--- src/design/packet_sequence_slice_inventory_assert.svh ---
`ifndef PACKET_SEQUENCE_SLICE_INVENTORY_ASSERT_SVH
`define PACKET_SEQUENCE_SLICE_INVENTORY_ASSERT_SVH

// same-cycle implication, checked on clk and muted in reset
`define PSINV_CHECK_NOW(name, ante, cons, msg) \
  name: assert property (@(posedge clk) disable iff (rst) (ante) |-> (cons)) \
    else $error(msg);

// next-cycle implication, checked on clk and muted in reset
`define PSINV_CHECK_NEXT(name, ante, cons, msg) \
  name: assert property (@(posedge clk) disable iff (rst) (ante) |=> (cons)) \
    else $error(msg);

`endif

--- src/design/psinv_pkg.sv ---
package psinv_pkg;

  localparam int COUNT_BITS  = 14;
  localparam int POS_BITS    = 48;
  localparam int APID_BITS   = 11;
  localparam int SIZE_BITS   = COUNT_BITS + 1;
  localparam int DAY_BITS    = 16;
  localparam int MSEC_BITS   = 32;
  localparam int SAT_BITS    = 32;
  localparam int DATA_BITS   = 32;
  localparam int ADDR_BITS   = 3;

  // serial position subtract, one digit per cycle
  localparam int DIGIT_BITS   = 4;
  localparam int POS_DIGITS   = POS_BITS / DIGIT_BITS;
  localparam int DIG_CNT_BITS = $clog2(POS_DIGITS + 1);

  // remainder loop, one dividend bit per cycle
  localparam int STEP_BITS = $clog2(COUNT_BITS);

  localparam logic [APID_BITS-1:0] APID_RESET = APID_BITS'(64);
  localparam logic [SIZE_BITS-1:0] SIZE_RESET = SIZE_BITS'(4096);

  // register select is paddr bit 2
  localparam logic REG_APID = 1'b0;
  localparam logic REG_SIZE = 1'b1;

  typedef struct packed {
    logic [MSEC_BITS-1:0]  stamp_msec;
    logic [DAY_BITS-1:0]   stamp_day;
    logic [POS_BITS-1:0]   byte_pos;
    logic [COUNT_BITS-1:0] seq_count;
    logic [APID_BITS-1:0]  apid;
  } in_item_t;

  typedef struct packed {
    logic [SAT_BITS-1:0]   total_gaps;
    logic [SAT_BITS-1:0]   gap_count;
    logic [SAT_BITS-1:0]   packet_count;
    logic [MSEC_BITS-1:0]  start_msec;
    logic [DAY_BITS-1:0]   start_day;
    logic [POS_BITS-1:0]   slice_bytes;
    logic [POS_BITS-1:0]   start_position;
    logic [COUNT_BITS-1:0] slice_base_count;
    logic [SAT_BITS-1:0]   slice_number;
  } out_item_t;

  localparam int IN_USED  = $bits(in_item_t);
  localparam int OUT_USED = $bits(out_item_t);
  localparam int IN_BITS  = ((IN_USED + 7) / 8) * 8;
  localparam int OUT_BITS = ((OUT_USED + 7) / 8) * 8;
  localparam int IN_PAD   = IN_BITS - IN_USED;
  localparam int OUT_PAD  = OUT_BITS - OUT_USED;

  typedef struct packed {
    logic busy;
    logic done;
  } rem_status_t;

endpackage

--- src/design/psinv_rem.sv ---
// restoring remainder, one dividend bit per cycle, msb first
module psinv_rem (
  input  logic                               clk,
  input  logic                               rst,
  input  logic                               start,
  input  logic [psinv_pkg::COUNT_BITS-1:0]   dividend,
  input  logic [psinv_pkg::SIZE_BITS-1:0]    divisor,
  output psinv_pkg::rem_status_t             status,
  output logic [psinv_pkg::COUNT_BITS-1:0]   remainder
);

  localparam logic [psinv_pkg::STEP_BITS-1:0] LAST_STEP =
    psinv_pkg::STEP_BITS'(psinv_pkg::COUNT_BITS - 1);

  logic [psinv_pkg::COUNT_BITS-1:0] quo_sh;
  logic [psinv_pkg::SIZE_BITS-1:0]  rem;
  logic [psinv_pkg::SIZE_BITS-1:0]  div_r;
  logic [psinv_pkg::SIZE_BITS-1:0]  rem_next;
  logic [psinv_pkg::SIZE_BITS:0]    trial;
  logic [psinv_pkg::SIZE_BITS:0]    diff;
  logic [psinv_pkg::STEP_BITS-1:0]  step;
  logic                             busy;
  logic                             done;

  always_comb begin
    trial = {rem, quo_sh[psinv_pkg::COUNT_BITS-1]};
    diff  = trial - {1'b0, div_r};
    // top bit set means the trial went below zero
    rem_next = diff[psinv_pkg::SIZE_BITS] ? trial[psinv_pkg::SIZE_BITS-1:0]
                                          : diff[psinv_pkg::SIZE_BITS-1:0];
  end

  always_ff @(posedge clk) begin
    if (rst) begin
      busy <= 1'b0;
      done <= 1'b0;
      step <= '0;
    end else begin
      done <= 1'b0;
      if (start) begin
        busy <= 1'b1;
        step <= '0;
      end else if (busy) begin
        step <= step + psinv_pkg::STEP_BITS'(1);
        if (step == LAST_STEP) begin
          busy <= 1'b0;
          done <= 1'b1;
        end
      end
    end
  end

  always_ff @(posedge clk) begin
    if (start) begin
      quo_sh <= dividend;
      rem    <= '0;
      div_r  <= divisor;
    end else if (busy) begin
      quo_sh <= quo_sh << 1;
      rem    <= rem_next;
    end
  end

  assign status    = '{busy: busy, done: done};
  // remainder never exceeds the dividend
  assign remainder = rem[psinv_pkg::COUNT_BITS-1:0];

endmodule

--- src/design/packet_sequence_slice_inventory.sv ---
// Packet sequence slice inventory: each input item is one packet header (apid,
// 14-bit sequence count, stream byte position, day/msec stamp). Items of other
// apids are taken and dropped. A reference item is loaded, the bit-serial
// remainder loop then finds the slice base (the count rounded down to a
// multiple of the slice size), the result is picked up and a commit state
// writes the inventory, holding there if a report cannot yet be loaded,
// before the block is ready again. The byte size of the slice is built by a
// 4-bit digit-serial subtractor that runs in the shadow of the remainder
// loop. Gaps are the modular count difference minus one and saturate at
// 2^32-1, as do the packet and slice counters. When a packet opens a new
// slice after an earlier one, one item reports the old slice; it sits in an
// output register, and the block goes on with the next packet while it waits,
// holding only when a second report is due before the first was taken.
// Registers: 0x0 reference apid (reset 64), 0x4 slice size (reset 4096, zero
// acts as one).
module packet_sequence_slice_inventory (
  input  logic                               clk,
  input  logic                               rst,
  input  logic                               s_tvalid,
  output logic                               s_tready,
  // apid, seq_count, byte_pos, stamp_day, stamp_msec, zero pad
  input  logic [psinv_pkg::IN_BITS-1:0]      s_tdata,
  output logic                               m_tvalid,
  input  logic                               m_tready,
  // slice_number, slice_base_count, start_position, slice_bytes, start_day,
  // start_msec, packet_count, gap_count, total_gaps, zero pad
  output logic [psinv_pkg::OUT_BITS-1:0]     m_tdata,
  input  logic                               psel,
  input  logic                               penable,
  input  logic                               pwrite,
  input  logic [psinv_pkg::ADDR_BITS-1:0]    paddr,
  input  logic [psinv_pkg::DATA_BITS-1:0]    pwdata,
  output logic [psinv_pkg::DATA_BITS-1:0]    prdata,
  output logic                               pready
);

  typedef enum logic [1:0] {
    ST_IDLE,
    ST_RUN,
    ST_COMMIT
  } state_t;

  function automatic logic [psinv_pkg::SAT_BITS-1:0] sat_add(
    input logic [psinv_pkg::SAT_BITS-1:0]   a,
    input logic [psinv_pkg::COUNT_BITS-1:0] b
  );
    logic [psinv_pkg::SAT_BITS:0] s;
    s = {1'b0, a} + (psinv_pkg::SAT_BITS + 1)'(b);
    return s[psinv_pkg::SAT_BITS] ? '1 : s[psinv_pkg::SAT_BITS-1:0];
  endfunction

  function automatic logic [psinv_pkg::SAT_BITS-1:0] sat_inc(
    input logic [psinv_pkg::SAT_BITS-1:0] a
  );
    return (a == '1) ? a : a + psinv_pkg::SAT_BITS'(1);
  endfunction

  state_t state;

  // configuration
  logic [psinv_pkg::APID_BITS-1:0]  reference_apid;
  logic [psinv_pkg::SIZE_BITS-1:0]  packets_per_slice;
  logic                             cfg_write;

  // inventory state
  logic                             any_seen;
  logic [psinv_pkg::COUNT_BITS-1:0] last_count;
  logic                             slice_open;
  logic [psinv_pkg::COUNT_BITS-1:0] current_base;
  logic [psinv_pkg::SAT_BITS-1:0]   slices_started;
  logic [psinv_pkg::SAT_BITS-1:0]   slice_packets;
  logic [psinv_pkg::SAT_BITS-1:0]   slice_gaps;
  logic [psinv_pkg::SAT_BITS-1:0]   stream_gaps;
  logic [psinv_pkg::POS_BITS-1:0]   slice_first_pos;
  logic [psinv_pkg::DAY_BITS-1:0]   slice_start_day;
  logic [psinv_pkg::MSEC_BITS-1:0]  slice_start_msec;

  // item being worked on
  psinv_pkg::in_item_t              in_item;
  logic                             ref_hit;
  logic [psinv_pkg::COUNT_BITS-1:0] seq_diff;
  logic [psinv_pkg::COUNT_BITS-1:0] gap_in;
  logic [psinv_pkg::SIZE_BITS-1:0]  size_eff;
  logic [psinv_pkg::COUNT_BITS-1:0] cnt_r;
  logic [psinv_pkg::COUNT_BITS-1:0] gap_add;
  logic [psinv_pkg::DAY_BITS-1:0]   day_r;
  logic [psinv_pkg::MSEC_BITS-1:0]  msec_r;

  // digit-serial byte size
  logic [psinv_pkg::POS_BITS-1:0]     pos_sh;
  logic [psinv_pkg::POS_BITS-1:0]     start_sh;
  logic [psinv_pkg::POS_BITS-1:0]     diff_sh;
  logic [psinv_pkg::DIGIT_BITS:0]     dsum;
  logic                               carry;
  logic [psinv_pkg::DIG_CNT_BITS-1:0] dig;
  logic                               dig_done;

  // slice base and commit
  psinv_pkg::rem_status_t           rem_st;
  logic [psinv_pkg::COUNT_BITS-1:0] rem_val;
  logic                             rem_fin;
  logic [psinv_pkg::COUNT_BITS-1:0] base;
  logic                             new_slice;
  logic                             report;
  logic                             stall;
  logic                             commit;
  logic [psinv_pkg::SAT_BITS-1:0]   sg_sum;
  logic [psinv_pkg::SAT_BITS-1:0]   tg_sum;
  psinv_pkg::out_item_t             out_reg;

  assign in_item  = psinv_pkg::in_item_t'(s_tdata[psinv_pkg::IN_USED-1:0]);
  assign s_tready = (state == ST_IDLE);
  assign ref_hit  = s_tvalid && s_tready && (in_item.apid == reference_apid);
  assign m_tdata  = {{psinv_pkg::OUT_PAD{1'b0}}, out_reg};

  // apb side, no wait states
  assign pready    = 1'b1;
  assign cfg_write = psel && penable && pwrite;

  always_comb begin
    prdata = '0;
    unique case (paddr[2])
      psinv_pkg::REG_APID: prdata = psinv_pkg::DATA_BITS'(reference_apid);
      psinv_pkg::REG_SIZE: prdata = psinv_pkg::DATA_BITS'(packets_per_slice);
      default:             prdata = '0;
    endcase
  end

  // gaps ahead of this packet, none on the first one or on a repeat
  always_comb begin
    seq_diff = in_item.seq_count - last_count;
    gap_in   = (any_seen && seq_diff >= psinv_pkg::COUNT_BITS'(2))
               ? seq_diff - psinv_pkg::COUNT_BITS'(1) : '0;
    size_eff = (packets_per_slice == '0) ? psinv_pkg::SIZE_BITS'(1)
                                         : packets_per_slice;
  end

  psinv_rem u_rem (
    .clk       (clk),
    .rst       (rst),
    .start     (ref_hit),
    .dividend  (in_item.seq_count),
    .divisor   (size_eff),
    .status    (rem_st),
    .remainder (rem_val)
  );

  // low digit of pos minus start, borrow carried between cycles
  assign dsum = {1'b0, pos_sh[psinv_pkg::DIGIT_BITS-1:0]}
              + {1'b0, ~start_sh[psinv_pkg::DIGIT_BITS-1:0]}
              + {{psinv_pkg::DIGIT_BITS{1'b0}}, carry};
  assign dig_done = (dig == psinv_pkg::DIG_CNT_BITS'(psinv_pkg::POS_DIGITS));

  always_comb begin
    base      = cnt_r - rem_val;
    new_slice = !slice_open || (base != current_base);
    report    = new_slice && slice_open;
    stall     = report && m_tvalid && !m_tready;
    commit    = (state == ST_COMMIT) && !stall;
    sg_sum    = sat_add(slice_gaps, gap_add);
    tg_sum    = sat_add(stream_gaps, gap_add);
  end

  // control and inventory state
  always_ff @(posedge clk) begin
    if (rst) begin
      state             <= ST_IDLE;
      m_tvalid          <= 1'b0;
      rem_fin           <= 1'b0;
      dig               <= '0;
      carry             <= 1'b1;
      reference_apid    <= psinv_pkg::APID_RESET;
      packets_per_slice <= psinv_pkg::SIZE_RESET;
      any_seen          <= 1'b0;
      last_count        <= '0;
      slice_open        <= 1'b0;
      current_base      <= '0;
      slices_started    <= '0;
      slice_packets     <= '0;
      slice_gaps        <= '0;
      stream_gaps       <= '0;
      slice_first_pos   <= '0;
      slice_start_day   <= '0;
      slice_start_msec  <= '0;
    end else begin
      // a report loaded in the same cycle keeps valid high
      if (m_tvalid && m_tready && !(commit && report)) begin
        m_tvalid <= 1'b0;
      end
      if (cfg_write) begin
        unique case (paddr[2])
          psinv_pkg::REG_APID: reference_apid <= pwdata[psinv_pkg::APID_BITS-1:0];
          psinv_pkg::REG_SIZE: packets_per_slice <= pwdata[psinv_pkg::SIZE_BITS-1:0];
          default: ;
        endcase
      end
      unique case (state)
        ST_IDLE: begin
          if (ref_hit) begin
            any_seen   <= 1'b1;
            last_count <= in_item.seq_count;
            dig        <= '0;
            carry      <= 1'b1;
            rem_fin    <= 1'b0;
            state      <= ST_RUN;
          end
        end
        ST_RUN: begin
          if (!dig_done) begin
            dig   <= dig + psinv_pkg::DIG_CNT_BITS'(1);
            carry <= dsum[psinv_pkg::DIGIT_BITS];
          end
          if (rem_st.done) begin
            rem_fin <= 1'b1;
          end
          if ((rem_st.done || rem_fin) && dig_done) begin
            state <= ST_COMMIT;
          end
        end
        ST_COMMIT: begin
          if (!stall) begin
            stream_gaps <= tg_sum;
            if (report) begin
              m_tvalid <= 1'b1;
            end
            if (new_slice) begin
              // new slice opens with count minus base as its gaps
              slices_started   <= sat_inc(slices_started);
              slice_open       <= 1'b1;
              current_base     <= base;
              slice_gaps       <= psinv_pkg::SAT_BITS'(rem_val);
              slice_packets    <= psinv_pkg::SAT_BITS'(1);
              slice_first_pos  <= pos_sh;
              slice_start_day  <= day_r;
              slice_start_msec <= msec_r;
            end else begin
              slice_gaps    <= sg_sum;
              slice_packets <= sat_inc(slice_packets);
            end
            state <= ST_IDLE;
          end
        end
        default: state <= ST_IDLE;
      endcase
    end
  end

  // item payload, serial shifters and report register
  always_ff @(posedge clk) begin
    if (ref_hit) begin
      cnt_r    <= in_item.seq_count;
      gap_add  <= gap_in;
      pos_sh   <= in_item.byte_pos;
      start_sh <= slice_first_pos;
      day_r    <= in_item.stamp_day;
      msec_r   <= in_item.stamp_msec;
    end else if (state == ST_RUN && !dig_done) begin
      // pos rotates so it is whole again after the last digit
      pos_sh   <= {pos_sh[psinv_pkg::DIGIT_BITS-1:0],
                   pos_sh[psinv_pkg::POS_BITS-1:psinv_pkg::DIGIT_BITS]};
      start_sh <= start_sh >> psinv_pkg::DIGIT_BITS;
      diff_sh  <= {dsum[psinv_pkg::DIGIT_BITS-1:0],
                   diff_sh[psinv_pkg::POS_BITS-1:psinv_pkg::DIGIT_BITS]};
    end
    if (commit && report) begin
      out_reg.slice_number     <= slices_started - psinv_pkg::SAT_BITS'(1);
      out_reg.slice_base_count <= current_base;
      out_reg.start_position   <= slice_first_pos;
      out_reg.slice_bytes      <= diff_sh;
      out_reg.start_day        <= slice_start_day;
      out_reg.start_msec       <= slice_start_msec;
      out_reg.packet_count     <= slice_packets;
      out_reg.gap_count        <= sg_sum;
      out_reg.total_gaps       <= tg_sum;
    end
  end

`include "packet_sequence_slice_inventory_assert.svh"

  // an open slice always has been counted
  `PSINV_CHECK_NOW(a_open_counted, slice_open, slices_started != '0, "open slice uncounted")
  // the remainder only finishes while an item is being worked on
  `PSINV_CHECK_NOW(a_rem_in_run, rem_st.done, state == ST_RUN, "remainder done outside run")
  // no new item while the remainder loop still runs
  `PSINV_CHECK_NOW(a_idle_rem_quiet, s_tready, !rem_st.busy, "ready while remainder busy")
  // a finished commit always returns to accepting items
  `PSINV_CHECK_NEXT(a_commit_frees, commit, s_tready, "not ready after commit")

endmodule

--- config.mk ---
export PLATFORM = sky130hd
export DESIGN_NAME = packet_sequence_slice_inventory
export DESIGN_NICKNAME = d
export VERILOG_FILES = /design/src/design/psinv_pkg.sv /design/src/design/psinv_rem.sv /design/src/design/packet_sequence_slice_inventory.sv
export VERILOG_INCLUDE_DIRS = /design/src /design/src/design
export SDC_FILE = /design/constraint.sdc
export NUM_CORES = 2
export LEC_CHECK = 0
export BUFFER_PORTS_ARGS = -buffer_cell sky130_fd_sc_hd__buf_4
export CORE_MARGIN = 5
export CORE_UTILIZATION = 60
export CTS_CLUSTER_SIZE = 16
export DETAILED_ROUTE_END_ITERATION = 8
export PLACE_DENSITY = 0.93
export SLEW_MARGIN = 20
export SYNTH_ARGS = -nofsm -noshare
export SYNTH_HDL_FRONTEND = slang
export SYNTH_SLANG_ARGS = --single-unit
export TNS_END_PERCENT = 50
--- constraint.sdc ---
create_clock -name clk -period 44.7 [get_ports clk]
set_input_delay 8.94 -clock clk [delete_from_list [all_inputs] [get_ports clk]]
set_output_delay 8.94 -clock clk [all_outputs]
set_load 0.005 [all_outputs]
# ---- Yosys cells after proc, flatten, opt, wreduce, memory -nomap -nowiden
# Index checks and enable logic that the tools add are counted.
dict set report classes {
  n_addsub 13
  n_lt_le_gt_ge 1
  eq_ne 14
  mux 34
  bitwise_logic 6
  reduce_logical 39
}
# operator count
set ops {}
lappend ops {{$mux 48} 4}
lappend ops {{$mux 32} 5}
lappend ops {{$add 32x14->33} 2}
lappend ops {{$add 32x1->32 const B} 2}
lappend ops {{$eq 32x32->1 const B} 2}
lappend ops {{$pmux 32 s2} 1}
lappend ops {{$sub 32x1->32 const B} 1}
lappend ops {{$mux 14} 2}
lappend ops {{$sub 14x14->14} 2}
lappend ops {{$sub 16x15->16} 1}
lappend ops {{$logic_not 15->1} 1}
lappend ops {{$mux 15} 1}
lappend ops {{$reduce_and 3->1} 5}
lappend ops {{$ge 14x2->1 const B} 1}
lappend ops {{$logic_and 1x1->1} 14}
lappend ops {{$ne 14x14->1} 1}
lappend ops {{$sub 14x1->14 const B} 1}
lappend ops {{$mux 1} 12}
lappend ops {{$eq 11x11->1} 1}
lappend ops {{$reduce_and 2->1} 5}
lappend ops {{$add 4x1->4 const B} 2}
lappend ops {{$eq 4x4->1 const B} 2}
lappend ops {{$mux 4} 2}
lappend ops {{$ne 2x2->1 const B} 4}
lappend ops {{18 further kinds} 33}
dict set report word_totals {
  regBits 845
  input_bits 170
  output_inout_bits 323
  word_cells 147
}

# ---- Logic depth before layout (Yosys ltp)
dict set report depth {
  word_depth 15
  mapped_depth 15
  mapped_depth_nobuf 14
}

# ---- Hierarchy
# Synthesis repeated with hierarchy kept, for this count alone.
dict set report hier_totals {
  cells_unflattened 3350
  area_unflattened_um2 36351.1
}
# module n_inst cells_per_inst area_per_inst_um2
set modules_own_cells {}
lappend modules_own_cells {packet_sequence_slice_inventory 1 3062 33437.1}
lappend modules_own_cells {psinv_rem 1 288 2914.0}

# ---- Worst setup path after synthesis
# Ideal clock, no wire load.
dict set report synth_timing {
  path_type {input to register}
  start {input m_tready}
  end {register out_reg, in the netlist m_tdata[0] (enable)}
  setup_time_ns 0.939
  t_arrival_ns 20.843
  setup_slack_ns 22.917
  stages 2
  cell_sequence {nor2b_1 nor2_1}
}
dict set report synth_between {
  elab_chain_len 5
}
# item line
set synth_rtl {}
lappend synth_rtl {{from (decl)} packet_sequence_slice_inventory.sv:24} ;# input logic m_tready,
lappend synth_rtl {{$logic_not 1->1} packet_sequence_slice_inventory.sv:158} ;# stall = report && m_tvalid && !m_tready;
lappend synth_rtl {{$logic_and 1x1->1} packet_sequence_slice_inventory.sv:158}
lappend synth_rtl {{$logic_not 1->1} n/a}
lappend synth_rtl {{$logic_and 1x1->1} packet_sequence_slice_inventory.sv:159} ;# commit = (state == ST_COMMIT) && !stall;
lappend synth_rtl {{$logic_and 1x1->1} packet_sequence_slice_inventory.sv:265} ;# if (commit && report) begin
lappend synth_rtl {{to (decl)} packet_sequence_slice_inventory.sv:109} ;# psinv_pkg::out_item_t out_reg;
# Every way passes these cells.
# A chain may end at the register's enable or synchronous reset.

# ---- Worst setup path after layout
dict set report layout_timing {
  start {input paddr[2] (netlist bit)}
  end {output prdata[7] (netlist bit)}
}
dict set report layout_between {
  elab_chain_len 2
}
# item line
set layout_rtl {}
lappend layout_rtl {{from (decl)} packet_sequence_slice_inventory.sv:31} ;# input logic [psinv_pkg::ADDR_BITS-1:0] paddr,
lappend layout_rtl {{$not 1->1 (no source line)} n/a}
lappend layout_rtl {{$pmux 32 s2 (*)} packet_sequence_slice_inventory.sv:122} ;# unique case (paddr[2])
lappend layout_rtl {{to (decl)} packet_sequence_slice_inventory.sv:33} ;# output logic [psinv_pkg::DATA_BITS-1:0] prdata,
# Mark *: on every way between the ends. The rest lies on a longest branch, timed or not. The select of a mux whose other input is x is not followed.

==> impl_metrics.tcl <==
set metrics [dict create \
    status "completed" \
    drt_iter0_drc 2718 \
    synth-seq-cells 845 \
    combPwrFrac_pct 5.8 \
    dpl.cell_count 4380 \
    synth_async_sr_flop_share_pct 0 \
    io_buffer_count 446 \
    die_h_um 254.4 \
    holdPathStages 0 \
    core_sq_um 59130 \
    drv_slew 0 \
    finalSetupViolCount 0 \
    hp-class "reg -> reg" \
    viasPerCell 5.891 \
    critPathRequiredTime_ns 35.76 \
    cp_slowest_cell "mux2_2" \
    cts_tree "done" \
    grt_pass1_vias 25650 \
    htree_levels 3 \
    syn_avg_cell_area_sq_um 10.81 \
    grt_usage_pct 27.02 \
    p_int_w 0.001261 \
    clockBufferDepth 3 \
    stdcell_area_sq_um 42380 \
    cts_resized 0 \
    period_needed_ns 18.58 \
    worst_slew_pin_slew_ns 1.107 \
    reg2reg_depth 14 \
    reg2reg_from "u_rem.rem[6]" \
    grt_use_met2_pct 43.96 \
    vias 26770 \
    place_area_sq_um 39610 \
    rsz0062_at_grt "no" \
    ys.flop_type "edfxtp_1" \
    yosysSeqAreaShare_pct 62.14 \
    ir_drop_v 0.00004056 \
    grt_util_met3_pct 5.578 \
    ant_nets 0 \
    r2r-end "slice_start_msec[18]" \
    power_w 0.001636 \
    cts_root_buf "clkbuf_16" \
    synth_edf_count 535 \
    ioPinCount 493 \
    wl_per_cell_um 20.03 \
    clk_pin_slew_ns 0.07 \
    synthCells 3315 \
    reg2reg_slack_ns 38.45 \
    fmax_ghz 0.05381 \
    synth_cell_types 76 \
    p_clk_share_pct 42.4 \
    yosysWarnings 0 \
    fillers 3811 \
    postCtsHoldBufs 0 \
    worstPathArrival_ns 9.64 \
    core.rowCount 89 \
    cpPeakStageDelay_ns 0.36 \
    slew_headroom_pct 26.22 \
    first_pass_iters 6 \
    drv_cap 0 \
    crit_type "in -> out" \
    cp-end-kind "output port" \
    p_leak_nw 16.18 \
    netSwitchingFraction_pct 22.96 \
    finalHoldViolCount 0 \
    hp-start "slice_start_msec[24]" \
    seq_power_share_pct 51.8 \
    fin_cells 4544 \
    initial_core_util_pct 60.61 \
    dp_hpwl_um 59990 \
    finClkSkew_ns 0.04953 \
    cts_setup_buffers 0 \
    setup-tns-final_ns 0 \
    grt_max_degree 109 \
    fin_nets 3950 \
    gp_congestion 0.9431 \
    worstPathCellList "buf_4 -> mux2_2 -> buf_4" \
    grt_pass1_wl_um 139600 \
    critical_path_peak_fanout 18 \
    clock_latency_ns 0.65 \
    die_x_um 254.4 \
    cp-start-kind "primary input" \
    remaining_drc_errors 0 \
    antenna_found_initial 9 \
    cts-buffers-inserted 82 \
    hold_end "m_tdata[182]" \
    cts_sinks 845 \
    power_density_nw_per_um2 38.62 \
    p_switching_w 0.0003758 \
    synth_area_sq_um 35840 \
    crit_path_frequent_cell "buf_4" \
    met1_usage_pct 35.63 \
    overflow 0 \
    busiest_layer "met2" \
    wl_um 91030 \
    syn_to_final_growth_pct 18.24 \
    finalCritPeriodShare_pct 41.58 \
    drive_gt1_share_pct 17.41 \
    die-area_sq_um 64720 \
]
worst max-delay path, delay by kind of cell:
kind,cells,cell delay [ns]
mux,1,0.36
buf+inv,2,0.33
cell usage in the layout, fill, tap and decap left out, types with 19 or more instances in the layout:
cell type,synthesis,final
xor2_1,56,56
o21ai_0,64,64
nor2b_1,22,22
nand2_1,746,746
inv_1,99,98
mux2_2,19,19
or3_1,30,30
dfxtp_1,310,310
nor2_1,211,208
nand4_1,34,34
nand3_1,79,79
and2_1,20,20
clkbuf_16,0,82
edfxtp_1,535,535
ha_1,81,81
a21o_1,30,30
a21oi_1,253,253
or4_1,24,23
mux2i_1,22,22
nor4_1,26,24
xnor2_1,100,100
clkbuf_1,147,20
buf_4,33,469
nand2b_1,22,21
nor3_1,80,78
conb_1,2,20
and3_1,28,28
worst max-delay path by stage:
stage	start	to	slack, ns	cells past startpoint
2_1_floorplan	m_tready	m_tdata[0]	22.92	2
3_3_place_gp	paddr[2]	prdata[4]	26.13	3
3_5_place_dp	paddr[2]	prdata[7]	26.12	3
4_1_cts	paddr[2]	prdata[7]	26.12	3
5_1_grt	paddr[2]	prdata[3]	26.08	3
6_report	paddr[2]	prdata[7]	26.12	3
power by group through the flow:
stage | Sequential [W] | Clock [W] | Combinational (W)
2_1_floorplan | 0.000859 | 0 | 0.0000656
3_3_place_gp | 0.000863 | 0 | 0.0000884
3_5_place_dp | 0.000864 | 0 | 0.0000912
4_1_cts | 0.000848 | 0.000701 | 0.0000929
5_1_grt | 0.000849 | 0.000735 | 0.000104
6_report | 0.000848 | 0.000694 | 0.0000941
Yosys cell counts (all sizes together) (6+ instances only):
cell type  instances  area [sq um]
a211oi            17         127.6
a21o              30         225.2
a21oi            253          1266
a22o              15         131.4
a311oi             7         61.31
a31o               6         52.55
a31oi             18         112.6
and2              22         137.6
and3              28         175.2
and4               8         70.07
buf               50         325.3
clkbuf           147         551.8
dfxtp            310          6206
edfxtp           535         16070
fa                 7         140.1
ha                81          1013
inv               99         371.6
mux2              19         214.0
mux2i             22         220.2
nand2            746          2800
nand2b            22         137.6
nand3             79         395.4
nand3b             6         45.04
nand4             34         212.7
nor2             211         792.0
nor2b             22         137.6
nor3              82         432.9
nor4              26         162.7
nor4b              7         61.31
o211ai             7         52.55
o21a              18         135.1
o21ai             65         325.3
o21bai             7         52.55
o31ai             19         156.4
or2                9         56.30
or3               30         187.7
or4               25         191.4
or4b               8         80.08
xnor2            100         875.8
xor2              56         490.5
cell type report:
type	instances	area (sq um)	area share, %
sequential	845	22270	52.56
multi-input combinational	2192	12480	29.44
timing repair buffer	472	3561	8.403
clock buffer	111	2251	5.312
tap	773	967.2	2.282
clock inverter	43	454.2	1.072
inverter	99	374.1	0.8828
antenna	9	22.52	0.05315
routing by layer:
layer  vias to the layer above  routed length (um)
met3                       230                8204
met4                         0                3941
met2                      1409               44020
met5                         -                   0
met1                     12760               34870
li1                      12370                   -
state kept, by name, summed over array words and instances (netlist names), 16 cells and up:
register and flops:
slice_start_day 16, slice_packets 32, diff_sh 48, slice_start_msec 32, slice_gaps 32, slice_first_pos 48
msec_r 32, pos_sh 48, day_r 16, stream_gaps 32, m_tdata 286, start_sh 48
slices_started 32
through the flow:
stage / hold slack, ns / utilization, % / setup slack (ns)
floorplan: 0.4003 / - / 22.92
global placement: 0.4001 / 66.99 / 26.13
detailed placement: 0.4146 / 66.99 / 26.12
CTS: 0.4324 / 71.57 / 26.12
global route: 0.4446 / 71.66 / 26.08
finish: 0.4316 / 71.67 / 26.12
cell families (layout without fill, tap and decap cells):
kind of cell	Yosys count	count (layout)	synth area share [%]
other	2	29	0.02095
AO/OA/AOI/OAI	510	510	8.752
XOR/XNOR	159	159	4.001
flip-flops	845	845	62.14
buffers and inverters	296	725	3.484
multiplexers	41	41	1.211
AND/OR/NAND/NOR	1374	1374	17.17
adder cells (fa/ha/maj)	88	88	3.219
(Power assumes the default switching activity.)
